`config.mk`:
```
export PLATFORM = sky130hd
export DESIGN_NAME = dsa_ctrl
export DESIGN_NICKNAME = d
export VERILOG_FILES = /design/src/rtl/core/dsa_pkg.sv /design/src/rtl/core/dsa_ctrl.sv
export SDC_FILE = /design/constraint.sdc
export NUM_CORES = 1
export LEC_CHECK = 0
export ABC_AREA = 1
export BUFFER_PORTS_ARGS = -buffer_cell sky130_fd_sc_hd__clkbuf_2
export CAP_MARGIN = 20
export CORE_AREA = 5 5 42 44
export CTS_CLUSTER_DIAMETER = 100
export DETAILED_ROUTE_END_ITERATION = 12
export DIE_AREA = 0 0 47 49
export SLEW_MARGIN = 20
export SYNTH_ARGS = -nofsm -noshare
export SYNTH_HDL_FRONTEND = slang
export SYNTH_SLANG_ARGS = --single-unit
```
`constraint.sdc`:
```
create_clock -name clk -period 1.4 [get_ports clk]
set_clock_uncertainty 0.05 [all_clocks]
set_input_delay 0.14 -clock clk [delete_from_list [all_inputs] [get_ports clk]]
set_output_delay 0.14 -clock clk [all_outputs]
set_load 0.01 [all_outputs]
```
`src/rtl/core/dsa_pkg.sv`:
```
// ----------------------------------------------------------------------------
// dsa_pkg
// Shared widths, codes and types for the descriptor slot allocator.
// ----------------------------------------------------------------------------
package dsa_pkg;

    // Table size and derived widths
    localparam int MAX_SLOTS = 1024;
    localparam int IDX_W     = $clog2(MAX_SLOTS);
    localparam int CNT_W     = $clog2(MAX_SLOTS + 1);

    // Fixed field widths
    localparam int CMD_W     = 2;
    localparam int COUNT_W   = 11;
    localparam int SLOT_W    = 10;
    localparam int STATUS_W  = 2;
    localparam int ADDR_W    = 64;
    localparam int LIVE_W    = 11;
    localparam int CAP_W     = 11;
    localparam int STRIDE_W  = 11;
    localparam int CFG_IDX_W = 3;
    localparam int CFG_DAT_W = 64;

    localparam int PROD_W    = IDX_W + STRIDE_W;
    localparam int SUM_W     = ((CNT_W > COUNT_W) ? CNT_W : COUNT_W) + 1;

    typedef logic [CMD_W-1:0]     cmd_t;
    typedef logic [COUNT_W-1:0]   count_t;
    typedef logic [SLOT_W-1:0]    slot_t;
    typedef logic [STATUS_W-1:0]  status_t;
    typedef logic [ADDR_W-1:0]    addr_t;
    typedef logic [LIVE_W-1:0]    live_t;
    typedef logic [CAP_W-1:0]     cap_t;
    typedef logic [STRIDE_W-1:0]  stride_t;
    typedef logic [CFG_IDX_W-1:0] cfg_idx_t;
    typedef logic [CFG_DAT_W-1:0] cfg_dat_t;
    typedef logic [IDX_W-1:0]     idx_t;
    typedef logic [CNT_W-1:0]     cnt_t;
    typedef logic [PROD_W-1:0]    prod_t;
    typedef logic [SUM_W-1:0]     sum_t;

    // Request commands
    localparam cmd_t CMD_ALLOC_ONE   = 2'd0;
    localparam cmd_t CMD_ALLOC_RANGE = 2'd1;
    localparam cmd_t CMD_FREE        = 2'd2;

    // Response status
    localparam status_t ST_OK      = 2'd0;
    localparam status_t ST_NOSPACE = 2'd1;
    localparam status_t ST_BADFREE = 2'd2;

    // Configuration register indexes
    localparam cfg_idx_t REG_CAPACITY  = 3'd0;
    localparam cfg_idx_t REG_STRIDE    = 3'd1;
    localparam cfg_idx_t REG_CPU_BASE  = 3'd2;
    localparam cfg_idx_t REG_GPU_BASE  = 3'd3;
    localparam cfg_idx_t REG_SHADER_VIS = 3'd4;

    // Configuration reset values
    localparam cap_t    CAPACITY_RST = cap_t'(1024);
    localparam stride_t STRIDE_RST   = stride_t'(32);

    // Controller to datapath commands
    typedef struct packed {
        logic capture;   // latch request payload
        logic decide;    // update counters, touch the free stack
        logic mul;       // slot index times stride
        logic load_out;  // fill output register
    } ctrl_t;

endpackage

```
`src/rtl/core/dsa_ctrl.sv`:
```
// ----------------------------------------------------------------------------
// dsa_ctrl
// Sequencer: capture, decide, multiply, load output register.
// ----------------------------------------------------------------------------
module dsa_ctrl (
    input  logic           clk,
    input  logic           rst_n,
    input  logic           req_valid,
    output logic           req_ready,
    output logic           rsp_valid,
    input  logic           rsp_ready,
    output dsa_pkg::ctrl_t ctrl
);

    localparam logic [1:0] S_IDLE   = 2'd0;
    localparam logic [1:0] S_DECIDE = 2'd1;
    localparam logic [1:0] S_MUL    = 2'd2;
    localparam logic [1:0] S_ADD    = 2'd3;

    logic [1:0] state_reg;
    logic [1:0] state_next;
    logic       out_valid_reg;
    logic       out_valid_next;

    always_comb
    begin
        state_next = state_reg;
        ctrl       = '0;
        req_ready  = 1'b0;
        unique case (state_reg)
            S_IDLE:
            begin
                req_ready = 1'b1;
                if (req_valid)
                begin
                    ctrl.capture = 1'b1;
                    state_next   = S_DECIDE;
                end
            end
            S_DECIDE:
            begin
                ctrl.decide = 1'b1;
                state_next  = S_MUL;
            end
            S_MUL:
            begin
                ctrl.mul   = 1'b1;
                state_next = S_ADD;
            end
            S_ADD:
            begin
                // wait for the output register to drain
                if (!out_valid_reg || rsp_ready)
                begin
                    ctrl.load_out = 1'b1;
                    state_next    = S_IDLE;
                end
            end
            default:
            begin
                state_next = S_IDLE;
            end
        endcase
    end

    always_comb
    begin
        if (ctrl.load_out)
        begin
            out_valid_next = 1'b1;
        end
        else if (rsp_ready)
        begin
            out_valid_next = 1'b0;
        end
        else
        begin
            out_valid_next = out_valid_reg;
        end
    end

    assign rsp_valid = out_valid_reg;

    always_ff @(posedge clk or negedge rst_n)
    begin
        if (!rst_n)
        begin
            state_reg     <= S_IDLE;
            out_valid_reg <= 1'b0;
        end
        else
        begin
            state_reg     <= state_next;
            out_valid_reg <= out_valid_next;
        end
    end

endmodule

```
==> results of run 1 <==
[kinds of logic after synthesis]
logic type                 Yosys count
AOI/OAI and AO/OA                    1
adders and majority gates            4
buffers and inverters                9
DFF                                  3
and+or+nand+nor                     13
[what timing repair did]
item	CTS	global route
setup buffers	0	1
setup endpoints to repair	1	2
gates resized for setup	1	1
pin swaps	0	0
hold endpoints to repair	3	0
hold buffers	1	0
[critical path, stage by stage (launching register included)]
cell      delay [ns]
dfrtp_1         0.40
inv_1           0.13
ha_4            0.17
nand2_1         0.05
inv_1           0.04
clkbuf_2        0.12
[through the flow]
step	instances	utilization	total power [mW]	worst slack, ns
after floorplan	30	-	0.4539	0.2963
after global placement	54	0.2054	0.5524	0.2626
after detailed placement	54	0.2054	0.5628	0.2439
after CTS	59	0.2330	0.7272	0.01719
after global routing	60	0.2455	0.8711	-0.02153
final	60	0.2455	0.7671	0.06441
[path summary, 6_finish.rpt]
check	slack, ns	depth (start not counted)	start	endpoint
max	0.06	5	state_reg[0]$_DFFE_PN0P_	ctrl[3]
min	0.11	4	rsp_ready	rsp_valid$_DFFE_PN0P_
max reg2reg	0.30	6	state_reg[0]$_DFFE_PN0P_	state_reg[0]$_DFFE_PN0P_
min in group asynchronous	0.19	2	rst_n	rsp_valid$_DFFE_PN0P_
min reg2reg	0.48	2	state_reg[0]$_DFFE_PN0P_	state_reg[0]$_DFFE_PN0P_
max in group asynchronous	1.00	2	rst_n	state_reg[1]$_DFFE_PN0P_
[placed cells by master (no fill, tap or decap), types with 2 or more instances in the layout]
cell	Yosys	routed
inv_1	7	7
nand3_1	2	2
clkbuf_2	0	9
ha_1	4	3
nand2_2	2	2
dfrtp_1	3	3
clkbuf_4	0	3
nand2_1	8	8
[layer usage]
layer  wire length, um  share of wire  global-route usage  vias up
met3                76           0.16             0.02952        0
met2               212           0.44             0.06335       11
met1               192           0.40             0.04636       88
met5                 0              0                   0        -
met4                 0              0             0.04147        0
li1                  -              -                   -      114
[final cells by class]
class / count / share of cell area
inverters: 8 / 0.08727
well taps: 16 / 0.05818
flip-flops and latches: 3 / 0.2182
clock buffers: 4 / 0.07636
repair buffers: 11 / 0.1818
multi-input cells: 18 / 0.3782
[where the power goes]
group | internal, mW | switching (mW)
sequential | 0.134 | 0.0488
combinational | 0.199 | 0.234
clock | 0.107 | 0.0449
total | 0.440 | 0.327
==> key figures, run 1 <==
Outcome
  – Status: completed

Route
  – DRC errors left: 0
  – Post-Route WL: 481 um
  – Routed WL per cell: 8.017 um
  – DR vias/cell: 3.550
  – Antenna Violating Nets Remaining: 0
  – DR iter-0 viols: 2
  – TritonRoute pass-1 iters: 2
  – Detailed-route via count: 213

Finish
  – Area of the multi-input gates: 130.1 um^2
  – Reg area: 75.07 um^2
  – Post-route design area: 344.1 um^2
  – Layout area overhead: 49.46%
  – Layout cell share with drive strength beyond 1: 0.4091
  – ANT cells: 0
  – Max reg flops: 2
  – Final #Nets: 53
  – Fillcell total: 172

Clock tree
  – H-tree level count: 1
  – Total CTS buffers: 3
  – CTS tree: built
  – CTS Sinks: 3
  – Clock Tree Root: clkbuf_4
  – Clk_lat worst skew: 0.23 ns
  – Clk slew on worst S/H paths: 0.04 ns
  – Clock buffer depth: 2

Yosys
  – Synthesis-stage register bit count: 3
  – Synth Area in Compound Gates: 0.02174
  – Mapped cell area: 230.2 um^2
  – Post-Synth Simple-Gate Area: 0.2717
  – Post-Synth XOR/XNOR Area: 0
  – Synth Area in Adders: 0.2174
  – Yosys cell types: 10
  – Post-synth EDFFs: 0
  – Syn_nets: 38
  – Area share of the largest cell type after synthesis: 0.3261
  – Seq/Total Area, Yosys: 0.3261
  – Synth cell count leaders: nand2_1 (8), inv_1 (7), ha_1 (4)
  – Post-synthesis cell count: 30
  – Ys Warns: 0
  – Synthesized area per cell: 7.674 um^2
  – Main combinational cell family by area after synthesis: simple AND/OR/NAND/NOR gates
  – Top-count cell post-synth: nand2_1
  – Async S/R FF share, synth: 1.000
  – Ys flop type: dfrtp_1
  – Area contributors post-synth: dfrtp_1 (33%), ha_1 (22%), nand2_1 (13%)
  – Cell taking the most area after synthesis: dfrtp_1
  – Mux cell area share after synthesis: 0

Power
  – Worst VDD drop: 408.7 uV
  – P per Cell Area: 2229 nW/um^2
  – Leak: 0.2070 nW

STA
  – Setup TNS Final: 0 ns
  – Hold Violations, Final: 0
  – Measured slew at the worst slew-check pin: 0.1481 ns
  – Max Clk Rate: 748.7 MHz
  – Pins Over Slew Limit: 0
  – Worst hold slack: 0.1085 ns
  – Endpoints failing setup: 0
  – RSZ-0062 raised after global routing: yes
  – Min cycle time layout: 1.336 ns
  – Period Utilization, post-route: 0.9540
  – Slew margin rel.: 0.9013

Global route
  – Remaining global-route overflow: 0
  – First-pass GRT wire length: 745 um
  – Largest net degree at the start of global routing: 5
  – Vias in the first global route: 203
  – Tot GR Track Use: 0.04654
  – Initial antenna violation count: 0

Placed design
  – DP Area: 287.8 um^2
  – Buffers added on ports: 9
  – Gpl congestion: 0.6542
  – Post-DP HPWL: 358.1 um

Critical path
  – CP max FO: 4
  – Setup crit end kind: primary output
  – Startpoint type of the worst setup path: flip-flop
  – Worst EP arrival: 1.15 ns
  – Crit Path Class: flip-flop to primary output
  – Critical path required time: 1.21 ns

Floorplanning
  – Die Area: 2303 um^2
  – Die width: 47 um
  – Starting Density: 0.1643
  – I/O pin count: 10
  – Height of the die: 49 um
  – Core area: 1401 um^2
  – Row cnt: 14

Flow run
  – Total of max-cap violations: 0

Min path
  – Hold crit path type: input pin to flip-flop
No activity file was read; power rests on OpenSTA's default activity.
==> run 2, diff against run 1 <==
- RECOVER_POWER: default -> 100
==> run 2 against run 1 <==
  * Setup slack did not move
  * Hold slack barely moved
  * Sequential share of layout area rose by 0.16 points
  * Sequential power barely moved
  * First-iteration DRC count did not move
  * Die area did not move
  * Fmax did not move
  * Non-clock buffer count did not move
  * Largest power group unchanged
==> key figures, run 2 (synthesis results as in run 1) <==
Finish
  – Final #Nets: 53
  – Most common cell after layout, fill and taps aside: nand2_1
  – ANT cells: 0
  – Area of the multi-input gates: 130.1 um^2
  – Commonest non-fill, non-tap cells in the layout: nand2_1 (8), inv_1 (7), clkbuf_2 (7)
  – Max reg flops: 2
  – Layout area overhead: 48.37%
  – Reg area: 75.07 um^2
  – Layout cell share with drive strength beyond 1: 0.3636
  – Fillcell total: 174

Critical path
  – CP max FO: 4
  – Startpoint type of the worst setup path: flip-flop
  – Crit-path slowest cell: dfrtp_1
  – Worst EP arrival: 1.15 ns
  – Setup crit end kind: primary output
  – Crit path largest cell delay: 0.40 ns
  – Critical path required time: 1.21 ns
  – R2R setup slack: 0.30 ns
  – Worst r2r path cells: 6
  – CP Cell Sequence: inv_1, ha_4, nand2_1, inv_1, clkbuf_2
  – Reg-to-reg critical path endpoint: state_reg[0]$_DFFE_PN0P_
  – R2R Path Start: state_reg[0]$_DFFE_PN0P_
  – Most common cell on crit path: inv_1
  – Crit Path Class: flip-flop to primary output

Clock tree
  – CTS Sinks: 3
  – Clk slew on worst S/H paths: 0.04 ns
  – H-tree level count: 1
  – Clk_lat worst skew: 0.23 ns
  – Total CTS buffers: 3
  – CTS tree: built
  – Clock Tree Root: clkbuf_4
  – Clock buffer depth: 2

Min path
  – Hold Path Stages: 4
  – Hold Startpoint: rsp_ready
  – Hold crit path type: input pin to flip-flop
  – Hold Crit Endpoint: rsp_valid$_DFFE_PN0P_

Floorplanning
  – Height of the die: 49 um
  – Core area: 1401 um^2
  – Die Area: 2303 um^2
  – I/O pin count: 10
  – Starting Density: 0.1643
  – Row cnt: 14
  – Die width: 47 um

Route
  – Routed WL per cell: 8.033 um
  – DR iter-0 viols: 2
  – DRC errors left: 0
  – DR vias/cell: 3.550
  – Antenna Violating Nets Remaining: 0
  – Post-Route WL: 482 um
  – TritonRoute pass-1 iters: 2
  – Detailed-route via count: 213

STA
  – Pins Over Slew Limit: 0
  – Min cycle time layout: 1.336 ns
  – Worst hold slack: 0.1089 ns
  – Slew margin rel.: 0.8979
  – Period Utilization, post-route: 0.9540
  – Measured slew at the worst slew-check pin: 0.1531 ns
  – RSZ-0062 raised after global routing: yes
  – Endpoints failing setup: 0
  – Hold Violations, Final: 0
  – Max Clk Rate: 748.7 MHz

Global route
  – Initial antenna violation count: 0
  – Tot GR Track Use: 0.04654
  – Remaining global-route overflow: 0
  – Largest net degree at the start of global routing: 5
  – Vias in the first global route: 203
  – First-pass GRT wire length: 745 um

Outcome
  – Status: completed

Power
  – Leak: 0.2008 nW
  – Worst VDD drop: 408.8 uV
  – P per Cell Area: 2235 nW/um^2
  – Final total power: 763.3 uW

Placed design
  – Post-DP HPWL: 358.1 um
  – Gpl congestion: 0.6542
  – Buffers added on ports: 9

Flow run
  – Total of max-cap violations: 0
==> run 2: per-layer routing <==
| metal | GRT usage | part of all wire | vias up |
|---|---|---|---|
| met4 | 0.04147 | 0 | 0 |
| met1 | 0.04636 | 0.41 | 88 |
| met2 | 0.06335 | 0.44 | 11 |
| met5 | 0 | 0 | - |
| li1 | - | - | 114 |
| met3 | 0.02952 | 0.15 | 0 |
==> run 2: power by group <==
group | total, mW | internal [mW] | switching, mW
Clock | 0.152 | 0.107 | 0.0449
Combinational | 0.429 | 0.196 | 0.234
Sequential | 0.182 | 0.134 | 0.0486
==> run 2: area by class of cell <==
class,count,area share
clock buffer,4,0.07692
inverter,8,0.08791
timing repair buffer,11,0.1758
multi-input combinational,18,0.3810
sequential,3,0.2198
tap,16,0.05861
==> run 2: repair_timing <==
action,4_1_cts,5_1_grt
cloned,0,0
setup buffers,0,1
endpoints found under the setup margin,1,2
resized for setup,1,1
hold buffers,1,0
hold endpoints to repair,3,0
==> run 2: worst max path at each step <==
stage,start,to,slack (ns),cells after the start
4_1_cts,state_reg[1]$_DFFE_PN0P_,ctrl[3],0.02,5
6_report,state_reg[0]$_DFFE_PN0P_,ctrl[3],0.06,5
2_1_floorplan,state_reg[0]$_DFFE_PN0P_,state_reg[0]$_DFFE_PN0P_,0.30,6
3_3_place_gp,state_reg[0]$_DFFE_PN0P_,ctrl[3],0.26,5
3_5_place_dp,state_reg[0]$_DFFE_PN0P_,ctrl[3],0.24,5
5_1_grt,state_reg[0]$_DFFE_PN0P_,ctrl[3],-0.02,5
==> run 2: per-stage QoR <==
stage / setup TNS, ns / cell area, um^2 / instances / util / setup WS, ns
finish: 0 / 341.6 / 60 / 0.2438 / 0.06441
global route: -0.02747 / 341.6 / 60 / 0.2438 / -0.02153
CTS: 0 / 326.6 / 59 / 0.2330 / 0.01719
detailed placement: 0 / 287.8 / 54 / 0.2054 / 0.2439
global placement: 0 / 287.8 / 54 / 0.2054 / 0.2626
floorplan: 0 / 230.2 / 30 / - / 0.2963
==> run 2: critical path: cells and delay by family (launching register included) <==
kind          cells  cell delay, ns
flops             1            0.40
buf+inv           3            0.29
fa+ha+maj         1            0.17
simple gates      1            0.05
==> run 3, diff against run 2 <==
- clock period: 1.4 -> 1.46 ns (I/O delays scaled with it)
==> run 3 against run 2 <==
  * Hold slack better by 0.0087 ns
  * Register-to-register slack improved by 0.04 ns
  * Critical path depth is the same
  * Sequential power is 4% lower
  * Via count shrank 3.3%
  * Power down 14%
  * Wire length decreased by 8.3%
  * Sequential share of layout area rose by 1.7 points
  * Utilization decreased by 1.8 points
  * First-iteration DRC count increased by 50%
  * Non-clock buffer count decreased by 1
  * Critical endpoint unchanged
==> key figures, run 3 (synthesis results as in run 1) <==
Route
  – DR vias/cell: 3.492
  – Antenna Violating Nets Remaining: 0
  – TritonRoute pass-1 iters: 2
  – Detailed-route via count: 206
  – Post-Route WL: 442 um
  – Routed WL per cell: 7.492 um
  – DRC errors left: 0
  – DR iter-0 viols: 3

STA
  – Period Utilization, post-route: 0.9248
  – Max Clk Rate: 740.6 MHz
  – Measured slew at the worst slew-check pin: 0.1487 ns
  – Setup TNS Final: 0 ns
  – Pins Over Slew Limit: 0
  – Slew margin rel.: 0.9008
  – Hold Violations, Final: 0
  – Endpoints failing setup: 0
  – RSZ-0062 raised after global routing: no
  – Min cycle time layout: 1.350 ns

Placed design
  – Gpl congestion: 0.6541
  – Buffers added on ports: 9
  – Post-DP HPWL: 356.4 um

Critical path
  – Crit Path Class: flip-flop to primary output
  – R2R Path Start: state_reg[1]$_DFFE_PN0P_
  – CP max FO: 4
  – CP Cell Sequence: inv_1, ha_2, nand2_1, inv_1, clkbuf_2
  – Reg-to-reg critical path endpoint: state_reg[1]$_DFFE_PN0P_
  – Worst EP arrival: 1.15 ns
  – Most common cell on crit path: inv_1
  – Crit path max-delay family: flip-flops
  – Worst r2r path cells: 5
  – Crit-path slowest cell: dfrtp_1
  – WP buf/inv: 3
  – Crit path largest cell delay: 0.41 ns
  – Critical path required time: 1.26 ns
  – Setup crit end kind: primary output
  – R2R setup slack: 0.34 ns
  – Startpoint type of the worst setup path: flip-flop

Global route
  – Remaining global-route overflow: 0
  – Initial antenna violation count: 0
  – Vias in the first global route: 203
  – Tot GR Track Use: 0.04654
  – First-pass GRT wire length: 745 um
  – Largest net degree at the start of global routing: 5

Flow run
  – Total of max-cap violations: 0

Power
  – Worst VDD drop: 452.0 uV
  – P per Cell Area: 2062 nW/um^2
  – Leak: 0.1808 nW

Finish
  – Most common cell after layout, fill and taps aside: nand2_1
  – Fin util: 0.2259
  – Layout cell share with drive strength beyond 1: 0.2326
  – Layout area overhead: 37.50%
  – Commonest non-fill, non-tap cells in the layout: nand2_1 (9), inv_1 (7), clkbuf_1 (7)
  – Final #Nets: 52
  – Max reg flops: 2
  – ANT cells: 0

Min path
  – Hold Crit Endpoint: rsp_valid$_DFFE_PN0P_
  – Hold Path Stages: 4
  – Hold Startpoint: rsp_ready
  – Hold crit path type: input pin to flip-flop

Floorplanning
  – Die width: 47 um
  – Core area: 1401 um^2
  – Row cnt: 14
  – I/O pin count: 10
  – Die Area: 2303 um^2
  – Height of the die: 49 um
  – Starting Density: 0.1643

Outcome
  – Status: completed

Clock tree
  – CTS Sinks: 3
  – # Post-CTS Setup Buffers: 0
  – CTS tree: built
  – Clk slew on worst S/H paths: 0.04 ns
  – Total CTS buffers: 3
  – Clock buffer depth: 2
  – Clock Tree Root: clkbuf_4
  – H-tree level count: 1
  – Clk_lat worst skew: 0.23 ns
[run 3: power breakdown]
group	switching [mW]	total, mW	internal (mW)
clock network	0.0408	0.143	0.102
logic	0.201	0.335	0.134
registers	0.0464	0.175	0.128
total	0.288	0.653	0.365
[run 3: worst max-delay path by stage]
stage	start	cells past startpoint	to	slack, ns
2_1_floorplan	state_reg[0]$_DFFE_PN0P_	6	state_reg[0]$_DFFE_PN0P_	0.36
6_report	state_reg[1]$_DFFE_PN0P_	5	ctrl[3]	0.11
3_5_place_dp	state_reg[0]$_DFFE_PN0P_	5	ctrl[3]	0.30
5_1_grt	state_reg[1]$_DFFE_PN0P_	5	ctrl[3]	0.01
3_3_place_gp	state_reg[0]$_DFFE_PN0P_	5	ctrl[3]	0.32
4_1_cts	state_reg[1]$_DFFE_PN0P_	5	ctrl[3]	0.04
[run 3: final cells by class]
| cell class | count | area (um^2) |
|---|---|---|
| fill | 177 | 1085 |
| multi-input combinational | 18 | 117.6 |
| sequential | 3 | 75.07 |
| timing repair buffer | 10 | 47.55 |
| inverter | 8 | 30.03 |
| clock buffer | 4 | 26.28 |
| tap | 16 | 20.02 |
[run 3: through the flow]
step | cell area, um^2 | setup WS (ns) | total power [mW] | cells | hold WS, ns
after floorplan | 230.2 | 0.3563 | 0.4353 | 30 | -0.1996
final | 316.6 | 0.1098 | 0.6528 | 59 | 0.1176
after global routing | 316.6 | 0.01238 | 0.7457 | 59 | 0.1481
after global placement | 287.8 | 0.3155 | 0.5295 | 54 | -0.1072
after CTS | 324.1 | 0.04378 | 0.6911 | 59 | 0.1166
after detailed placement | 287.8 | 0.3004 | 0.5395 | 54 | -0.1057
[run 3: routing by layer]
metal,part of all wire,up-vias,GRT usage
met5,0,-,0
met4,0,0,0.04147
met3,0.17,0,0.02952
met2,0.40,11,0.06335
met1,0.43,83,0.04636
li1,-,112,-
[run 3: repair_timing]
| action | CTS | global route |
|---|---|---|
| hold endpoints to repair | 3 | 0 |
| endpoints found under the setup margin | 0 | 1 |
| gates resized for setup | 0 | 1 |
| hold buffers | 1 | 0 |
[run 3: tightest hold or removal path, delay by kind of cell]
family | cells | cell delay [ns]
buffers and inverters | 2 | 0.12
AND/OR/NAND/NOR | 2 | 0.09
